[config.mk]
export PLATFORM = sky130hd
export DESIGN_NAME = caf_state_mem
export DESIGN_NICKNAME = d
export VERILOG_FILES = /design/src/rtl/caf_pkg.sv /design/src/rtl/caf_state_mem.sv
export SDC_FILE = /design/constraint.sdc
export NUM_CORES = 1
export LEC_CHECK = 0
export ABC_AREA = 1
export ABC_CLOCK_PERIOD_IN_PS = 11900
export BUFFER_PORTS_ARGS = -buffer_cell sky130_fd_sc_hd__buf_2
export CAP_MARGIN = 30
export CORE_MARGIN = 1
export CORE_UTILIZATION = 63
export DETAILED_ROUTE_END_ITERATION = 12
export PLACE_DENSITY_LB_ADDON = 0.12
export SYNTH_ARGS = -nofsm -noshare
export SYNTH_HDL_FRONTEND = slang
export SYNTH_SLANG_ARGS = --single-unit
[constraint.sdc]
create_clock -name clock -period 11.9 [get_ports clock]
set_clock_uncertainty 0.05 [all_clocks]
set_input_delay 1.785 -clock clock [delete_from_list [all_inputs] [get_ports clock]]
set_output_delay 1.785 -clock clock [all_outputs]
set_load 0.03 [all_outputs]
[src/rtl/caf_pkg.sv]
package caf_pkg;

   localparam int NUM_AXES_DEFAULT = 6;
   localparam int AXIS_W           = 3;
   localparam int DATA_W           = 32;
   localparam int COEF_W           = 16;
   localparam int DT_W             = 24;
   localparam int CSR_IDX_W        = 3;
   localparam int CSR_DATA_W       = 48;
   localparam int MASK_W           = 6;
   localparam logic [DT_W-1:0] DT_RESET = 24'd33554;

   localparam int SQRT_RAD_W  = 52;
   localparam int SQRT_ROOT_W = 26;
   localparam int SQRT_REM_W  = 30;
   localparam int DIV_W       = 64;
   localparam int DIVISOR_W   = 32;

   typedef enum logic [CSR_IDX_W-1:0] {
      CSR_STIFF_LO = 3'd0,
      CSR_STIFF_HI = 3'd1,
      CSR_MASS_LO  = 3'd2,
      CSR_MASS_HI  = 3'd3,
      CSR_RATIO_LO = 3'd4,
      CSR_RATIO_HI = 3'd5,
      CSR_MODE     = 3'd6,
      CSR_DT       = 3'd7
   } csr_index_type;

   typedef enum logic [1:0] {
      ORDER_SPRING = 2'd0,
      ORDER_DAMPER = 2'd1,
      ORDER_MASS   = 2'd2,
      ORDER_BAD    = 2'd3
   } order_type;

   typedef enum logic [1:0] {
      STATUS_OK        = 2'd0,
      STATUS_BAD_ORDER = 2'd1,
      STATUS_ZERO_DIV  = 2'd2,
      STATUS_SAT       = 2'd3
   } status_type;

   typedef struct packed {
      logic [AXIS_W-1:0]        axis;
      logic signed [DATA_W-1:0] position_ref;
      logic signed [DATA_W-1:0] velocity_ref;
      logic signed [DATA_W-1:0] accel_ref;
      logic signed [DATA_W-1:0] wrench_error;
   } req_payload_type;

   typedef struct packed {
      logic [AXIS_W-1:0]        axis_out;
      logic signed [DATA_W-1:0] position_cmd;
      logic signed [DATA_W-1:0] velocity_cmd;
      logic signed [DATA_W-1:0] accel_cmd;
      logic [1:0]               status;
   } rsp_payload_type;

   typedef struct packed {
      logic signed [DATA_W-1:0] position;
      logic signed [DATA_W-1:0] velocity;
   } axis_state_type;

   function automatic logic [DATA_W:0] sat32(input logic signed [63:0] v);
      if (v > 64'sd2147483647) begin
         return {1'b1, 32'h7fff_ffff};
      end else if (v < -64'sd2147483648) begin
         return {1'b1, 32'h8000_0000};
      end else begin
         return {1'b0, v[DATA_W-1:0]};
      end
   endfunction

endpackage

[src/rtl/caf_state_mem.sv]
module caf_state_mem #(
   parameter int Depth = caf_pkg::NUM_AXES_DEFAULT,
   parameter int AddrW = 3
) (
   input  logic                    clock,
   input  logic                    reset,
   input  logic                    rd_en,
   input  logic [AddrW-1:0]        rd_addr,
   output caf_pkg::axis_state_type rd_data,
   input  logic                    wr_en,
   input  logic [AddrW-1:0]        wr_addr,
   input  caf_pkg::axis_state_type wr_data
);
   import caf_pkg::*;

   axis_state_type mem [Depth];
   logic [Depth-1:0] valid_ff;
   axis_state_type rd_data_ff;

   always_ff @(posedge clock) begin
      if (wr_en) begin
         mem[wr_addr] <= wr_data;
      end
   end

   always_ff @(posedge clock) begin
      if (reset) begin
         valid_ff <= '0;
      end else if (wr_en) begin
         valid_ff[wr_addr] <= 1'b1;
      end
   end

   always_ff @(posedge clock) begin
      if (rd_en) begin
         rd_data_ff <= valid_ff[rd_addr] ? mem[rd_addr] : '0;
      end
   end

   assign rd_data = rd_data_ff;
endmodule

==> results.ini <==
[outcome]
status=complete, no violations

[setup_path]
cp_cell_sequence=buf_4 -> buf_4 -> nand2_1 -> nand3_1 -> nand2_1 -> nand2_1 -> nand2_4 -> nand2_1 -> inv_1
cp_top_family=buffers and inverters
required_ns=12.13
slowest_delay_ns=0.70
crit_path_frequent_cell=nand2_1
cpMaxStageDelayCell=buf_4
reg2reg_slack_ns=10.04
cp-end-kind=flop
crit_fanout=75
crit_type=in2reg
worst-path-buf-inv=3
start_kind=input pin
cp_data_arrival_time_ns=4.52

[worst_hold_path]
worstHoldPathType=reg2reg

[finish]
mostFrequentLayoutCells=nand2_1 (516), edfxtp_1 (448), inv_1 (327), nor2_1 (135), buf_2 (134)
multi_input_area_sq_um=3540
drive_gt1_frac=0.123
seq_area_sq_um=13600
synthToLayoutAreaGrowth_pct=13.0
fill_cells=2019
nets=1930
final_area_sq_um=21200
layout_commonest_cell=nand2_1

[synthesis]
synth-seq-cells=454
synth_nets=1805
synth_top_family_by_area=simple AND/OR/NAND/NOR gates
synth_compound_area_frac=0.0181
synth_xor_area_frac=0
netlist_instances=1731
ys.warnings.count=0
synthesis.area_sq_um=18800
synthAdderAreaFrac=0
synthSimpleGateAreaFrac=0.170
ys_types=19
avgSynthCellArea_sq_um=10.8
muxShareOfSynthArea=0
seq_area_frac_synth=0.723

[clocking]
cts_max_level=2
numCtsBuffers=45
cts_tree=yes
post_cts_buffers=0
clockBufferDepth=3
hold_buffers=0
clk_transition_reported_paths_ns=0.06
cts_resized=0
clk_latency_ns=0.53
root_buffer=clkbuf_16
cts.sinks=454

[die]
fp.dieArea_sq_um=30500
die_y_um=175
coreArea_sq_um=29000
ios=138
initial_core_util=0.647
chipWidth_um=175
rows=62

[timing]
worstMarginPinSlew_ns=1.03
relSlewSlack=0.312
fin_tns_setup_ns=0
slew_violations=0
fin_crit_ns=4.29
rsz0062_at_grt=false
max_freq_mhz=233
hold_viol=0
setup-violations-final=0
period_share=0.360

[routing]
ant_nets=0
drtPass1Iterations=5
wl_per_cell_um=16.6
vias_per_cell=5.22
drc=0
vias=11878
drt_iter0_drc=938
drt-total-wl_um=37800

[placed_design]
hpwl_um=19600
placed_cell_area_sq_um=19800
gp_congestion=0.727
io_buffers=137

[grt]
grt_pass1_wl_um=60500
grt_pass1_vias=11931
grt_max_degree=91
grt_usage=0.256
antenna_found_initial=5
grt_overflow=0

[power]
p_leak_uw=0.00954
irDropWorstVdd_uv=129
power_density_nw_per_um2=161
totalPowerFinal_uw=3410

[flow_run]
drv_cap=0

synth_stat cells, drive strengths merged:
| master | number | area (sq um) |
|---|---|---|
| nand2 | 527 | 2010 |
| nand4 | 1 | 6.26 |
| nor3 | 1 | 5.00 |
| inv | 337 | 1260 |
| buf | 58 | 344 |
| dfxtp | 6 | 120 |
| nor2 | 136 | 510 |
| a21oi | 4 | 20.0 |
| clkbuf | 19 | 71.3 |
| edfxtp | 448 | 13500 |
| o21ai | 64 | 320 |
| nand3 | 130 | 651 |
layer usage:
metal / global-route usage / wire (um) / up-vias
li1: - / - / 5747
met1: 0.320 / 15200 / 5663
met2: 0.452 / 19200 / 384
met3: 0.0409 / 2430 / 80
met4: 0.0938 / 923 / 4
met5: 0 / 23 / -
power by group:
group          switching [uW]  leakage (uW)  internal, uW
sequential               13.6       0.00420          1820
clock                     556      0.000661           783
combinational             175       0.00468          66.0
total                     744       0.00954          2670
cells by family (layout without fill, tap and decap cells):
family / Yosys count / in the layout
compound gates: 68 / 68
buf+inv: 414 / 571
other cells: 0 / 4
flops: 454 / 454
simple gates: 795 / 795
layout make-up:
| class | count | share of cell area |
|---|---|---|
| Multi-Input combinational cell | 863 | 0.167 |
| Inverter | 337 | 0.0602 |
| Antenna cell | 4 | 0.000472 |
| Clock buffer | 63 | 0.0563 |
| Sequential cell | 454 | 0.640 |
| Timing Repair Buffer | 155 | 0.0457 |
| Clock inverter | 16 | 0.00826 |
| Tap cell | 384 | 0.0226 |
sequential cells by signal, summed over array words and instances (netlist names):
name / cells
mem: 384
rd_data: 64
valid_ff: 6
metrics by stage:
step                hold WS (ns)  setup WS (ns)  std cells   util
floorplan                  0.379           4.98       1731      -
global placement           0.405           7.14       2186  0.677
detailed placement         0.407           7.08       2191  0.682
CTS                        0.415           7.63       2270  0.729
global route               0.436           7.35       2274  0.731
finish                     0.416           7.61       2276  0.731
path summary, 6_finish.rpt:
check / startpoint / endpoint / depth (start not counted)
max: rd_addr[0] / rd_data[9] / 9
min: valid_ff[2] / valid_ff[2] / 2
max reg2reg: valid_ff[1] / rd_data[9] / 8
min reg2reg: valid_ff[2] / valid_ff[2] / 2
tightest hold or removal path: cells and delay by family, from the launching register on:
family	cells	cell delay, ns
buf+inv	1	0.06
compound gates	1	0.06
flops	1	0.30
No activity file was read; power rests on OpenSTA's default activity.
