### src/rtl/caf_pkg.sv
package caf_pkg;

   localparam int NUM_AXES_DEFAULT = 6;
   localparam int AXIS_W           = 3;
   localparam int DATA_W           = 32;
   localparam int COEF_W           = 16;
   localparam int DT_W             = 24;
   localparam int CSR_IDX_W        = 3;
   localparam int CSR_DATA_W       = 48;
   localparam int MASK_W           = 6;
   localparam logic [DT_W-1:0] DT_RESET = 24'd33554;

   localparam int SQRT_RAD_W  = 52;
   localparam int SQRT_ROOT_W = 26;
   localparam int SQRT_REM_W  = 30;
   localparam int DIV_W       = 64;
   localparam int DIVISOR_W   = 32;

   typedef enum logic [CSR_IDX_W-1:0] {
      CSR_STIFF_LO = 3'd0,
      CSR_STIFF_HI = 3'd1,
      CSR_MASS_LO  = 3'd2,
      CSR_MASS_HI  = 3'd3,
      CSR_RATIO_LO = 3'd4,
      CSR_RATIO_HI = 3'd5,
      CSR_MODE     = 3'd6,
      CSR_DT       = 3'd7
   } csr_index_type;

   typedef enum logic [1:0] {
      ORDER_SPRING = 2'd0,
      ORDER_DAMPER = 2'd1,
      ORDER_MASS   = 2'd2,
      ORDER_BAD    = 2'd3
   } order_type;

   typedef enum logic [1:0] {
      STATUS_OK        = 2'd0,
      STATUS_BAD_ORDER = 2'd1,
      STATUS_ZERO_DIV  = 2'd2,
      STATUS_SAT       = 2'd3
   } status_type;

   typedef struct packed {
      logic [AXIS_W-1:0]        axis;
      logic signed [DATA_W-1:0] position_ref;
      logic signed [DATA_W-1:0] velocity_ref;
      logic signed [DATA_W-1:0] accel_ref;
      logic signed [DATA_W-1:0] wrench_error;
   } req_payload_type;

   typedef struct packed {
      logic [AXIS_W-1:0]        axis_out;
      logic signed [DATA_W-1:0] position_cmd;
      logic signed [DATA_W-1:0] velocity_cmd;
      logic signed [DATA_W-1:0] accel_cmd;
      logic [1:0]               status;
   } rsp_payload_type;

   typedef struct packed {
      logic signed [DATA_W-1:0] position;
      logic signed [DATA_W-1:0] velocity;
   } axis_state_type;

   function automatic logic [DATA_W:0] sat32(input logic signed [63:0] v);
      if (v > 64'sd2147483647) begin
         return {1'b1, 32'h7fff_ffff};
      end else if (v < -64'sd2147483648) begin
         return {1'b1, 32'h8000_0000};
      end else begin
         return {1'b0, v[DATA_W-1:0]};
      end
   endfunction

endpackage

### src/rtl/caf_div.sv
module caf_div (
   input  logic                            clock,
   input  logic                            reset,
   input  logic                            start,
   input  logic signed [caf_pkg::DIV_W-1:0] dividend,
   input  logic [caf_pkg::DIVISOR_W-1:0]   divisor,
   output logic                            done,
   output logic signed [caf_pkg::DIV_W-1:0] quotient
);
   import caf_pkg::*;

   localparam int CntW = $clog2(DIV_W);

   logic [DIVISOR_W:0]   rem_ff;
   logic [DIV_W-1:0]     quo_ff;
   logic [DIVISOR_W-1:0] div_ff;
   logic                 neg_ff;
   logic [CntW-1:0]      cnt_ff;
   logic                 busy_ff;
   logic                 done_ff;
   logic [DIVISOR_W:0]   rem_sh;

   assign rem_sh = {rem_ff[DIVISOR_W-1:0], quo_ff[DIV_W-1]};

   always_ff @(posedge clock) begin
      if (reset) begin
         busy_ff <= 1'b0;
         done_ff <= 1'b0;
         cnt_ff  <= '0;
      end else begin
         done_ff <= busy_ff && (cnt_ff == '0);
         if (start) begin
            busy_ff <= 1'b1;
            cnt_ff  <= CntW'(DIV_W - 1);
         end else if (busy_ff) begin
            if (cnt_ff == '0) begin
               busy_ff <= 1'b0;
            end else begin
               cnt_ff <= cnt_ff - 1'b1;
            end
         end
      end
   end

   always_ff @(posedge clock) begin
      if (start) begin
         rem_ff <= '0;
         quo_ff <= dividend[DIV_W-1] ? -dividend : dividend;
         div_ff <= divisor;
         neg_ff <= dividend[DIV_W-1];
      end else if (busy_ff) begin
         if (rem_sh >= {1'b0, div_ff}) begin
            rem_ff <= rem_sh - {1'b0, div_ff};
            quo_ff <= {quo_ff[DIV_W-2:0], 1'b1};
         end else begin
            rem_ff <= rem_sh;
            quo_ff <= {quo_ff[DIV_W-2:0], 1'b0};
         end
      end
   end

   assign done     = done_ff;
   assign quotient = neg_ff ? -$signed(quo_ff) : $signed(quo_ff);
endmodule

### config.mk
export PLATFORM = sky130hd
export DESIGN_NAME = caf_div
export DESIGN_NICKNAME = d
export VERILOG_FILES = /design/src/rtl/caf_pkg.sv /design/src/rtl/caf_div.sv
export SDC_FILE = /design/constraint.sdc
export NUM_CORES = 1
export LEC_CHECK = 0
export BUFFER_PORTS_ARGS = -buffer_cell sky130_fd_sc_hd__buf_4
export CORE_MARGIN = 5
export CORE_UTILIZATION = 45
export DETAILED_ROUTE_END_ITERATION = 8
export PLACE_DENSITY = 0.74
export SYNTH_ARGS = -nofsm -noshare
export SYNTH_HDL_FRONTEND = slang
export SYNTH_SLANG_ARGS = --single-unit
### constraint.sdc
create_clock -name clock -period 6.1 [get_ports clock]
set_input_delay 0.305 -clock clock [delete_from_list [all_inputs] [get_ports clock]]
set_output_delay 0.305 -clock clock [all_outputs]
set_load 0.03 [all_outputs]
==> impl_metrics.json <==
{
  "status": "finished, final reports clean",
  "critPathSlowestCell": "nor4_1",
  "start_util_pct": 45.45,
  "syn_nets": 1253,
  "yosysTopAreaCell": "edfxtp_1",
  "place.gp.congestion": 0.8945,
  "cap_viol_max_count": 0,
  "fin_util_pct": 54.98,
  "dp_hpwl_um": 19650,
  "vias_per_cell": 5.747,
  "synth_edf_count": 97,
  "tns_ns": 0,
  "final_common_cell": "buf_4",
  "synth.distinct_cells": 66,
  "clk_latency_ns": 0.42,
  "root_buffer": "clkbuf_16",
  "endpoint_kind": "output pin",
  "route.detailed.drc": 0,
  "clock.fmax_ghz": 0.2363,
  "crit_path_start_kind": "register",
  "peakVddDrop_mv": 0.1930,
  "firstDrtPassIters": 5,
  "synth_area_mm2": 0.009857,
  "crit_fanout": 5,
  "num_antenna_cells": 0,
  "cts_buffers": 17,
  "ant_nets": 0,
  "ys_seq_area_share_pct": 37.67,
  "finalNetCount": 1391,
  "drive_gt1_share_pct": 18.53,
  "syn2layout_area_growth_pct": 20.97,
  "rows": 54,
  "fin_crit_sh_pct": 69.39,
  "ys_ff_latch": 137,
  "worstSetupPathType": "register to output pin",
  "ios": 164,
  "avgSynthCellArea_um2": 8.824,
  "synth_ff_type": "edfxtp_1",
  "setup_viol": 0,
  "yosys-top-cells-area": "edfxtp_1, dfxtp_1, xnor2_1",
  "fin_skew_ns": 0.01068,
  "fp.dieArea_mm2": 0.02496,
  "post_cts_buffers": 0,
  "grt_max_degree": 91,
  "track_usage_pct": 20.75,
  "rsz0062_at_grt": "false",
  "die_w_um": 158,
  "leakage_nw": 4.695,
  "worst_slew_pin_slew_ns": 1.108,
  "wl_per_cell_um": 16.97,
  "clockBufferDepth": 2,
  "synth_top_cell_area_share_pct": 29.55,
  "grt_pass1_wl_um": 42010,
  "crit_chain": "nor4_1 > nand3_1 > nor2_1 > nand2_1 > or4_1 > or2_1 > o41ai_1 > xnor2_1 > buf_4",
  "cts_hold_buf": 0,
  "syn-instance-count": 1117,
  "final_cell_mix": "buf_4, nor2_1, a21oi_1, edfxtp_1, o21ai_0",
  "drt_first_iter_violations": 714,
  "clkTransAtPathRegs_ns": 0.06,
  "overflow": 0,
  "finalHoldViolations": 0,
  "worst_slew_margin_rel_pct": 25.45,
  "slowest_delay_ns": 0.79,
  "required_ns": 5.79,
  "slew_violations": 0,
  "wirelength_um": 26280,
  "hold_class": "input pin to register",
  "ctsResizeCount": 0,
  "power.density_mw_per_mm2": 262.9,
  "antenna_found_initial": 0,
  "core_mm2": 0.02169,
  "final.min_clock_period_ns": 4.233,
  "clkSinkCount": 137,
  "async_reset_ff_share_pct": 0,
  "yosysWarnings": 0,
  "cts_tree": "yes",
  "port_buffers": 163,
  "dr_total_vias": 8896,
  "htree_levels": 4,
  "arrival_ns": 3.93,
  "grt_pass1_vias": 8399,
  "die_h_um": 158
}
-- metrics by stage --
| step | setup WS (ns) | instances | power (W) | cell area (um^2) | hold WS, ns |
|---|---|---|---|---|---|
| 6_report | 1.867 | 1548 | 0.003135 | 11920 | 0.05461 |
| 5_1_grt | 1.739 | 1548 | 0.003288 | 11920 | 0.03754 |
| 3_3_place_gp | 2.448 | 1516 | 0.002066 | 11300 | 0.4692 |
| 3_5_place_dp | 2.398 | 1516 | 0.002084 | 11300 | 0.4784 |
| 2_1_floorplan | 2.797 | 1117 | 0.001760 | 9857 | 0.4039 |
| 4_1_cts | 1.946 | 1548 | 0.003153 | 11920 | 0.04258 |
-- layout make-up --
type | instances | area (um^2)
clock buffer | 24 | 545.5
multi-input combinational | 876 | 5762
fill | 1938 | 9764
tap | 280 | 350.3
inverter | 54 | 202.7
clock inverter | 8 | 77.57
sequential | 137 | 3714
timing repair buffer | 169 | 1272
-- metal layers --
layer / global-route usage (%) / routed length (um)
met1: 27.50 / 11140
met2: 33.66 / 12470
met3: 4.347 / 2068
met4: 7.474 / 597
met5: 0 / 0
-- flip-flops by register name, summed over array words and instances, names as in the netlist --
| name | count |
|---|---|
| busy_ff | 1 |
| cnt_ff | 6 |
| div_ff | 32 |
| done | 1 |
| neg_ff | 1 |
| quo_ff | 64 |
| rem_ff | 32 |
-- final timing paths --
kind	from	endpoint	slack (ns)	depth (start not counted)
max	quo_ff[18]	quotient[57]	1.87	9
min	divisor[27]	div_ff[27]	0.05	1
max reg2reg	div_ff[26]	rem_ff[6]	2.61	12
min reg2reg	rem_ff[15]	rem_ff[15]	0.48	2
-- critical path, delay by kind of cell (launching register included) --
| kind | cells | cell delay, ns |
|---|---|---|
| AO/OA/AOI/OAI | 1 | 0.45 |
| XOR/XNOR | 1 | 0.18 |
| buffers and inverters | 1 | 0.18 |
| flip-flops | 1 | 0.45 |
| AND/OR/NAND/NOR | 6 | 2.24 |
-- Yosys cell counts (3+ instances only) --
cell type	n
a211oi_1	21
or4_1	13
nor4_1	19
nand2_1	78
and2_1	7
nor2_1	132
a21oi_1	101
o21ai_0	80
inv_1	54
a21boi_0	4
clkbuf_1	44
o31ai_2	3
nand3_1	14
xor2_1	77
mux2_2	11
edfxtp_1	97
o31ai_1	23
o21ai_1	4
ha_1	36
mux2i_1	10
and3_1	5
a21o_1	12
o211ai_1	4
a32oi_1	3
xnor2_1	77
buf_1	3
nand2b_1	9
dfxtp_1	40
nor3_1	20
o41ai_1	20
or3_1	23
o22ai_1	3
a22oi_1	5
o21bai_1	7
nand4_1	11
or4_4	3
nor2b_1	5
-- power breakdown --
group          internal, W  switching, W  total, W
registers          0.00110     0.0000885   0.00119
clock network     0.000667      0.000398   0.00107
logic             0.000351      0.000529  0.000880
total              0.00212       0.00102   0.00314
-- cells by family after synthesis --
kind of cell             after synthesis  share of synthesized area [%]
AO/OA/AOI/OAI                        310                          19.83
flip-flops                           137                          37.67
buffers and inverters                104                          4.024
AND/OR/NAND/NOR                      354                          17.75
multiplexers                          21                          2.272
XOR/XNOR                             154                          13.68
adder cells (fa/ha/maj)               37                          4.773
Power figures use the tool's default switching activity.
