**src/rtl/caf_pkg.sv**
```systemverilog
package caf_pkg;

   localparam int NUM_AXES_DEFAULT = 6;
   localparam int AXIS_W           = 3;
   localparam int DATA_W           = 32;
   localparam int COEF_W           = 16;
   localparam int DT_W             = 24;
   localparam int CSR_IDX_W        = 3;
   localparam int CSR_DATA_W       = 48;
   localparam int MASK_W           = 6;
   localparam logic [DT_W-1:0] DT_RESET = 24'd33554;

   localparam int SQRT_RAD_W  = 52;
   localparam int SQRT_ROOT_W = 26;
   localparam int SQRT_REM_W  = 30;
   localparam int DIV_W       = 64;
   localparam int DIVISOR_W   = 32;

   typedef enum logic [CSR_IDX_W-1:0] {
      CSR_STIFF_LO = 3'd0,
      CSR_STIFF_HI = 3'd1,
      CSR_MASS_LO  = 3'd2,
      CSR_MASS_HI  = 3'd3,
      CSR_RATIO_LO = 3'd4,
      CSR_RATIO_HI = 3'd5,
      CSR_MODE     = 3'd6,
      CSR_DT       = 3'd7
   } csr_index_type;

   typedef enum logic [1:0] {
      ORDER_SPRING = 2'd0,
      ORDER_DAMPER = 2'd1,
      ORDER_MASS   = 2'd2,
      ORDER_BAD    = 2'd3
   } order_type;

   typedef enum logic [1:0] {
      STATUS_OK        = 2'd0,
      STATUS_BAD_ORDER = 2'd1,
      STATUS_ZERO_DIV  = 2'd2,
      STATUS_SAT       = 2'd3
   } status_type;

   typedef struct packed {
      logic [AXIS_W-1:0]        axis;
      logic signed [DATA_W-1:0] position_ref;
      logic signed [DATA_W-1:0] velocity_ref;
      logic signed [DATA_W-1:0] accel_ref;
      logic signed [DATA_W-1:0] wrench_error;
   } req_payload_type;

   typedef struct packed {
      logic [AXIS_W-1:0]        axis_out;
      logic signed [DATA_W-1:0] position_cmd;
      logic signed [DATA_W-1:0] velocity_cmd;
      logic signed [DATA_W-1:0] accel_cmd;
      logic [1:0]               status;
   } rsp_payload_type;

   typedef struct packed {
      logic signed [DATA_W-1:0] position;
      logic signed [DATA_W-1:0] velocity;
   } axis_state_type;

   function automatic logic [DATA_W:0] sat32(input logic signed [63:0] v);
      if (v > 64'sd2147483647) begin
         return {1'b1, 32'h7fff_ffff};
      end else if (v < -64'sd2147483648) begin
         return {1'b1, 32'h8000_0000};
      end else begin
         return {1'b0, v[DATA_W-1:0]};
      end
   endfunction

endpackage

```
**src/rtl/caf_isqrt.sv**
```systemverilog
module caf_isqrt (
   input  logic                             clock,
   input  logic                             reset,
   input  logic                             start,
   input  logic [caf_pkg::SQRT_RAD_W-1:0]   radicand,
   output logic                             done,
   output logic [caf_pkg::SQRT_ROOT_W-1:0]  root
);
   import caf_pkg::*;

   localparam int CntW = $clog2(SQRT_ROOT_W);

   logic [SQRT_RAD_W-1:0]  rad_ff;
   logic [SQRT_REM_W-1:0]  rem_ff;
   logic [SQRT_ROOT_W-1:0] root_ff;
   logic [CntW-1:0]        cnt_ff;
   logic                   busy_ff;
   logic                   done_ff;
   logic [SQRT_REM_W-1:0]  rem_sh;
   logic [SQRT_REM_W-1:0]  trial;

   assign rem_sh = {rem_ff[SQRT_REM_W-3:0], rad_ff[SQRT_RAD_W-1 -: 2]};
   assign trial  = {{(SQRT_REM_W-SQRT_ROOT_W-2){1'b0}}, root_ff, 2'b01};

   always_ff @(posedge clock) begin
      if (reset) begin
         busy_ff <= 1'b0;
         done_ff <= 1'b0;
         cnt_ff  <= '0;
      end else begin
         done_ff <= busy_ff && (cnt_ff == '0);
         if (start) begin
            busy_ff <= 1'b1;
            cnt_ff  <= CntW'(SQRT_ROOT_W - 1);
         end else if (busy_ff) begin
            if (cnt_ff == '0) begin
               busy_ff <= 1'b0;
            end else begin
               cnt_ff <= cnt_ff - 1'b1;
            end
         end
      end
   end

   always_ff @(posedge clock) begin
      if (start) begin
         rad_ff  <= radicand;
         rem_ff  <= '0;
         root_ff <= '0;
      end else if (busy_ff) begin
         rad_ff <= {rad_ff[SQRT_RAD_W-3:0], 2'b00};
         if (rem_sh >= trial) begin
            rem_ff  <= rem_sh - trial;
            root_ff <= {root_ff[SQRT_ROOT_W-2:0], 1'b1};
         end else begin
            rem_ff  <= rem_sh;
            root_ff <= {root_ff[SQRT_ROOT_W-2:0], 1'b0};
         end
      end
   end

   assign done = done_ff;
   assign root = root_ff;
endmodule

```
**config.mk**
```make
export PLATFORM = sky130hd
export DESIGN_NAME = caf_isqrt
export DESIGN_NICKNAME = d
export VERILOG_FILES = /design/src/rtl/caf_pkg.sv /design/src/rtl/caf_isqrt.sv
export SDC_FILE = /design/constraint.sdc
export NUM_CORES = 1
export LEC_CHECK = 0
export BUFFER_PORTS_ARGS = -buffer_cell sky130_fd_sc_hd__buf_2
export CORE_ASPECT_RATIO = 0.75
export CORE_UTILIZATION = 40
export DETAILED_ROUTE_END_ITERATION = 10
export GPL_TIMING_DRIVEN = 1
export SLEW_MARGIN = 20
export SYNTH_ARGS = -nofsm -noshare
export SYNTH_HDL_FRONTEND = slang
export SYNTH_SLANG_ARGS = --single-unit
export TNS_END_PERCENT = 1
```
**constraint.sdc**
```tcl
create_clock -name clock -period 2.4 [get_ports clock]
set_input_delay 0.12 -clock clock [delete_from_list [all_inputs] [get_ports clock]]
set_output_delay 0.12 -clock clock [all_outputs]
set_load 0.03 [all_outputs]
```
==> metrics.md, run 1 <==
| Metric | Value |
|---|---|
| Worst hold path class | `primary input to flip-flop` |
| Max-Slew Margin vs Limit | `51.06%` |
| Clock Skews | `0.007745 ns` |
| Fin crit period | `2.734 ns` |
| Synth Flop Type | `dfxtp_1` |
| Hold path cells | `2` |
| Iteration-0 DRC Markers | `372` |
| Unrepaired setup endpoints after global routing | `true` |
| Post-synth EDFFs | `52` |
| CP max stage delay | `0.40 ns` |
| Vias in the first global route | `5585` |
| I/O Buffers | `81` |
| Period utilization | `113.9%` |
| Final setup viols | `29` |
| DR vias | `5628` |
| Num CTS Buffers | `17` |
| Worst reg2reg path depth | `11` |
| FF-to-FF End | `rem_ff[15]` |
| Seq/Total Area, Yosys | `44.60%` |
| Final hold vios | `0` |
| Number of synthesis warnings | `0` |
| Global-route wire length before repair | `26720 µm` |
| Max cap viols | `0` |
| Clk root buf | `clkbuf_16` |
| Max Slew Vio Count | `0` |
| Outcome | `complete, but fails checks` |
| Nature of the critical path startpoint | `flip-flop` |
| CP Data Arrival Time | `3.05 ns` |
| FMAX | `0.3658 GHz` |
| Final core utilization | `59.12%` |
| Synth-to-layout area growth | `44.26%` |
| Initial antenna violation count | `0` |
| CTS H-tree lvls | `4` |
| Final GP Congestion | `0.8644` |
| Critical path depth in cells | `11` |
| Chip width | `146.2 µm` |
| DPL Wire Length | `11280 µm` |
| Setup crit start | `root[7]` |
| Grt ovf | `0` |
| Failing checks | `negative setup slack` |
| Drt wl/cell | `15.04 µm` |
| Final #Nets | `958` |
| Setup ws final | `-0.3339 ns` |
| FF-to-FF Start | `root[7]` |
| Ratio of cells with drive above 1 in the final layout | `42.10%` |
| Synth Net Count | `723` |
| Max VDD drop | `0.7557 mV` |
| Pwr Total | `0.01079 W` |
| Leak | `3.917 nW` |
| CTS tree | `done` |
| Vias per inst | `5.159` |
| Clock Sinks | `113` |
| Critical Path Sink | `rem_ff[15]` |
| All-Layer GR Usage | `20.84%` |
| Post-Syn Area | `6240 µm²` |
| Cells after synthesis | `638` |
| Delay-heaviest family, CP | `compound AO/OA/AOI/OAI gates` |
| Detailed Routing Iterations Pass 1 | `4` |
| CORE AREA | `15220 µm²` |
| CP endpoint kind | `flip-flop` |
| Die Area | `16110 µm²` |
| Initial core utilization | `40.98%` |
| Crit path buf inv count | `2` |
| I/O pin count | `82` |
| Clock-pin slew on the worst setup and hold paths | `0.06 ns` |
| Slowest cell on the critical path | `a311o_1` |
| FF+latch count, synth | `113` |
| Critical Path, Cell by Cell | `inv_2, ha_4, a21o_1, nand3_2, a311o_1, a2111oi_4, o221a_4, nor2_4, buf_6, or3b_4, a311oi_2` |
| Largest net degree at the start of global routing | `76` |
| Post-synth cell types | `56` |
| FF-to-FF setup slack | `-0.33 ns` |
| CP required | `2.72 ns` |
| CP Max Fanout | `3` |
| Async SR Flop Fraction | `0%` |
| Number of remaining DRC errors | `0` |
| Critical path class | `flip-flop to flip-flop` |
| Row count | `39` |
| Ant diodes | `0` |
| Die Y | `110.2 µm` |
| Clk Latency, worst-skew pair | `0.41 ns` |
| Total wire length | `16400 µm` |
| Pwr/cell area | `1198 nW/µm²` |
| Detail Route Antenna Nets | `0` |
| Tightest Pin Transition | `0.7278 ns` |
| Syn_area_per_cell | `9.780 µm²` |
| Clk buf depth | `2` |
==> kinds of logic (layout without fill, tap and decap cells) <==
family / Yosys count / count (layout) / synth area share, %
XOR/XNOR: 19 / 19 / 2.667
adder cells (fa/ha/maj): 30 / 30 / 6.016
flip-flops: 113 / 113 / 44.60
multiplexers: 76 / 76 / 13.19
AND/OR/NAND/NOR: 178 / 178 / 12.45
AO/OA/AOI/OAI: 145 / 145 / 16.16
buffers and inverters: 77 / 325 / 4.913
==> cells in the final DEF (no fill, tap or decap), types with 26 or more instances in the layout <==
cell type,instances
dfxtp_1,40
buf_4,148
mux2i_1,26
a21oi_1,43
inv_1,39
nand2_1,57
buf_2,80
edfxtp_1,52
nor2_1,67
mux2_2,50
==> routing by layer <==
metal / up-vias / share of wire (%) / GRT usage (%)
met1: 2701 / 47 / 27.57
met5: - / 0 / 0
met3: 19 / 4.3 / 5.103
met4: 0 / 1.2 / 5.804
met2: 121 / 47 / 34.08
li1: 2787 / - / -
==> area by class of cell <==
class,instances,area (µm²)
Multi-Input combinational cell,448,3368
Clock inverter,10,135.1
Timing Repair Buffer,251,1785
Clock buffer,22,474.2
Fill cell,1315,6223
Sequential cell,113,2824
Inverter,42,157.7
Tap cell,205,256.5
==> synthesized netlist by cell type, drive strengths merged, types with 5 or more instances <==
master  instances  area (µm²)
nand3          13       65.06
a21oi          44       220.2
inv            42       157.7
dfxtp          61        1221
clkbuf         25       95.09
a211oi          7       57.55
mux2i          26       260.3
o21ai          19       95.09
a311oi         19       166.4
buf            10       53.79
o211ai          5       37.54
ha             30       375.4
a31oi           5       31.28
xor2            6       52.55
a21o           15       112.6
nor2           68       257.8
edfxtp         52        1562
o21a            6       45.04
nor3           12       60.06
nand2          59       224.0
mux2           50       563.0
nand4           8       50.05
xnor2          13       113.9
==> timing repair <==
action,in CTS,in global routing
resized for setup,27,13
hold endpoints to repair,20,2
setup buffers,13,1
pin swaps,24,14
hold buffers,14,2
setup endpoints to repair,29,29
==> power by group <==
part	switching, W	total [W]	leakage [nW]	internal [W]
Combinational	0.00291	0.00578	2.58	0.00287
Clock	0.000884	0.00259	0.300	0.00171
Sequential	0.000130	0.00241	1.03	0.00228
Total	0.00393	0.0108	3.92	0.00686
==> per-stage QoR <==
stage	cells	setup TNS (ns)	setup WS (ns)	hold slack, ns	instance area [µm²]
final	1091	-6.598	-0.3339	0.01428	9001
after global routing	1091	-10.40	-0.4695	0.0009278	9001
after CTS	1089	-6.378	-0.3547	0.001205	8915
after detailed placement	1030	-9.348	-0.5228	0.3891	7903
after global placement	1030	-6.869	-0.3912	0.3733	7903
after floorplan	638	-5.339	-0.2780	0.1891	6291
==> worst min path at each step <==
stage | endpoint | slack [ns] | start
floorplan | busy_ff | 0.19 | reset
global placement | cnt_ff[3] | 0.37 | reset
detailed placement | busy_ff | 0.39 | reset
CTS | rad_ff[47] | 0.001 | radicand[47]
global route | rad_ff[42] | 0.0009 | radicand[42]
finish | rad_ff[27] | 0.01 | radicand[27]
==> flip-flops by register name (all words and copies together) (netlist names) <==
name	count
root	26
busy_ff	1
done	1
rad_ff	52
rem_ff	28
cnt_ff	5
Power figures use the tool's default switching activity.
==> run 2, diff against run 1 <==
--- a/config.mk
+++ b/config.mk
@@ -10,6 +10,7 @@
 export CORE_UTILIZATION = 40
 export DETAILED_ROUTE_END_ITERATION = 10
 export GPL_TIMING_DRIVEN = 1
+export PLACE_DENSITY_LB_ADDON = 0.1
 export SLEW_MARGIN = 20
 export SYNTH_ARGS = -nofsm -noshare
 export SYNTH_HDL_FRONTEND = slang
==> run 2 against run 1 <==
Against the previous run: the flow still finishes with violations (negative setup slack); global-route usage up 0.28 points; clock skew rose by 0.0015 ns; first-iteration DRC count decreased by 26%; power down 1.0%; sequential cell count did not move; combinational power fell by 0.9%; routed wire length is 0.36% lower; clock-buffer cell count fell by 4; largest cell class unchanged; largest power group unchanged; highest routed layer unchanged.
==> metrics.md, run 2 (same netlist as run 1, synthesis figures left out) <==
| Metric | Value |
|---|---|
| Met2 global-route usage | `33.61%` |
| Worst hold path class | `primary input to flip-flop` |
| Max Slew Vio Count | `0` |
| DPL Wire Length | `11260 µm` |
| Clock-pin slew on the worst setup and hold paths | `0.06 ns` |
| Detail Route Antenna Nets | `0` |
| Critical path depth in cells | `12` |
| Vias in the first global route | `5523` |
| Clk buf depth | `2` |
| Final #Nets | `974` |
| Unrepaired setup endpoints after global routing | `true` |
| Final core utilization | `59.92%` |
| Max VDD drop | `0.7645 mV` |
| CP max stage delay | `0.40 ns` |
| Grt ovf | `0` |
| Nature of the critical path startpoint | `flip-flop` |
| Net switching power | `0.003940 W` |
| CTS tree | `done` |
| Hold_ws | `0.01027 ns` |
| Flop pwr share | `22.5%` |
| Failing checks | `negative setup slack` |
| P_int | `0.006735 W` |
| Post-Layout Inst Area | `9123 µm²` |
| Dpl cell area | `7945 µm²` |
| Clk pwr share | `23.8%` |
| Commonest non-fill, non-tap cells in the layout | `buf_4, buf_2, nor2_1` |
| Drt wl/cell | `14.77 µm` |
| Crit path buf inv count | `3` |
| Clock Skews | `0.009202 ns` |
| Max-Slew Margin vs Limit | `46.96%` |
| CP Max Fanout | `4` |
| Setup ws final | `-0.3401 ns` |
| Critical path class | `flip-flop to flip-flop` |
| CP required | `2.73 ns` |
| Fin crit period | `2.740 ns` |
| Pwr/cell area | `1170 nW/µm²` |
| Global-route wire length before repair | `26740 µm` |
| Sw Ratio | `36.91%` |
| CORE AREA | `15220 µm²` |
| Number of remaining DRC errors | `0` |
| Initial antenna violation count | `0` |
| Die Area | `16110 µm²` |
| Iteration-0 DRC Markers | `274` |
| Clock Sinks | `113` |
| FF-to-FF Start | `root[7]` |
| Setup crit start | `root[7]` |
| Critical Path, Cell by Cell | `inv_2, ha_4, buf_4, nand4_1, nor2_1, o21ai_2, a2111oi_4, o221a_4, nor2_2, buf_6, or3b_1, a311oi_2` |
| Slowest cell on the critical path | `a2111oi_4` |
| Ant diodes | `0` |
| Max cap viols | `0` |
| GR peak layer | `met2` |
| Die Y | `110.2 µm` |
| FMAX | `0.3649 GHz` |
| Final GP Congestion | `0.8679` |
| Leak | `3.957 nW` |
| Num CTS Buffers | `17` |
| Met3 GRT Util | `4.527%` |
| FF-to-FF setup slack | `-0.34 ns` |
| Comb power frac | `53.7%` |
| Initial core utilization | `40.98%` |
| Critical Path Sink | `rem_ff[15]` |
| Worst reg2reg path depth | `12` |
| Filler cells | `1360` |
| Synth-to-layout area growth | `46.20%` |
| Period utilization | `114.2%` |
| Clk Latency, worst-skew pair | `0.42 ns` |
| Dpl ws | `-0.4732 ns` |
| DR vias | `5654` |
| CP endpoint kind | `flip-flop` |
| Pwr Total | `0.01068 W` |
| Tightest Pin Transition | `0.7956 ns` |
| Vias per inst | `5.107` |
| I/O Buffers | `81` |
| Largest net degree at the start of global routing | `75` |
| Chip width | `146.2 µm` |
| All-Layer GR Usage | `21.12%` |
| I/O pin count | `82` |
| Register with the most flip-flops | `rad_ff` |
| Commonest non-fill, non-tap cell in the layout | `buf_4` |
| Ratio of cells with drive above 1 in the final layout | `41.69%` |
| Total wire length | `16350 µm` |
| Clk root buf | `clkbuf_16` |
| Outcome | `complete, but fails checks` |
| CTS H-tree lvls | `4` |
| Final hold vios | `0` |
| Delay-heaviest family, CP | `compound AO/OA/AOI/OAI gates` |
| CP Data Arrival Time | `3.07 ns` |
| Row count | `39` |
| Final setup viols | `29` |
| FF-to-FF End | `rem_ff[15]` |
| Met1 Use GR | `28.61%` |
| Detailed Routing Iterations Pass 1 | `5` |
| Max reg flops | `52` |
## run 2: worst min path at each step
stage	from	to	depth (start not counted)
after CTS	radicand[37]	rad_ff[37]	2
after detailed placement	reset	busy_ff	2
after floorplan	reset	busy_ff	1
after global routing	radicand[17]	rad_ff[17]	2
final	radicand[17]	rad_ff[17]	2
after global placement	reset	busy_ff	2
## run 2: power by group through the flow
stage	Combinational [W]	Sequential (W)	Clock [W]
floorplan	0.00294	0.00243	0
global placement	0.00504	0.00241	0
detailed placement	0.00512	0.00243	0
CTS	0.00552	0.00240	0.00261
global route	0.00624	0.00243	0.00269
finish	0.00573	0.00240	0.00254
## run 2: metrics by stage
stage	setup TNS, ns	std cells
2_1_floorplan	-5.339	638
3_3_place_gp	-7.090	1034
3_5_place_dp	-9.090	1034
4_1_cts	-7.131	1103
5_1_grt	-10.38	1107
6_report	-6.586	1107
## run 2: routing by layer
| metal | wire (µm) | part of all wire, % |
|---|---|---|
| met1 | 8004 | 49 |
| met2 | 7522 | 46 |
| met3 | 617 | 3.8 |
| met4 | 200 | 1.2 |
| met5 | 0 | 0 |
## run 2: layout make-up
type / instances / area (µm²) / area share [%]
multi-input cells: 448 / 3351 / 36.73
well taps: 205 / 256.5 / 2.812
repair buffers: 267 / 1942 / 21.29
inverters: 42 / 157.7 / 1.728
flip-flops and latches: 113 / 2824 / 30.96
clock inverters: 14 / 162.7 / 1.783
clock buffers: 18 / 429.2 / 4.704
## run 2: timing repair
item	in CTS	in global routing
pin swaps	17	5
setup endpoints to repair	29	29
hold endpoints to repair	37	1
hold buffers	31	1
gates resized for setup	29	14
buffers inserted	6	3
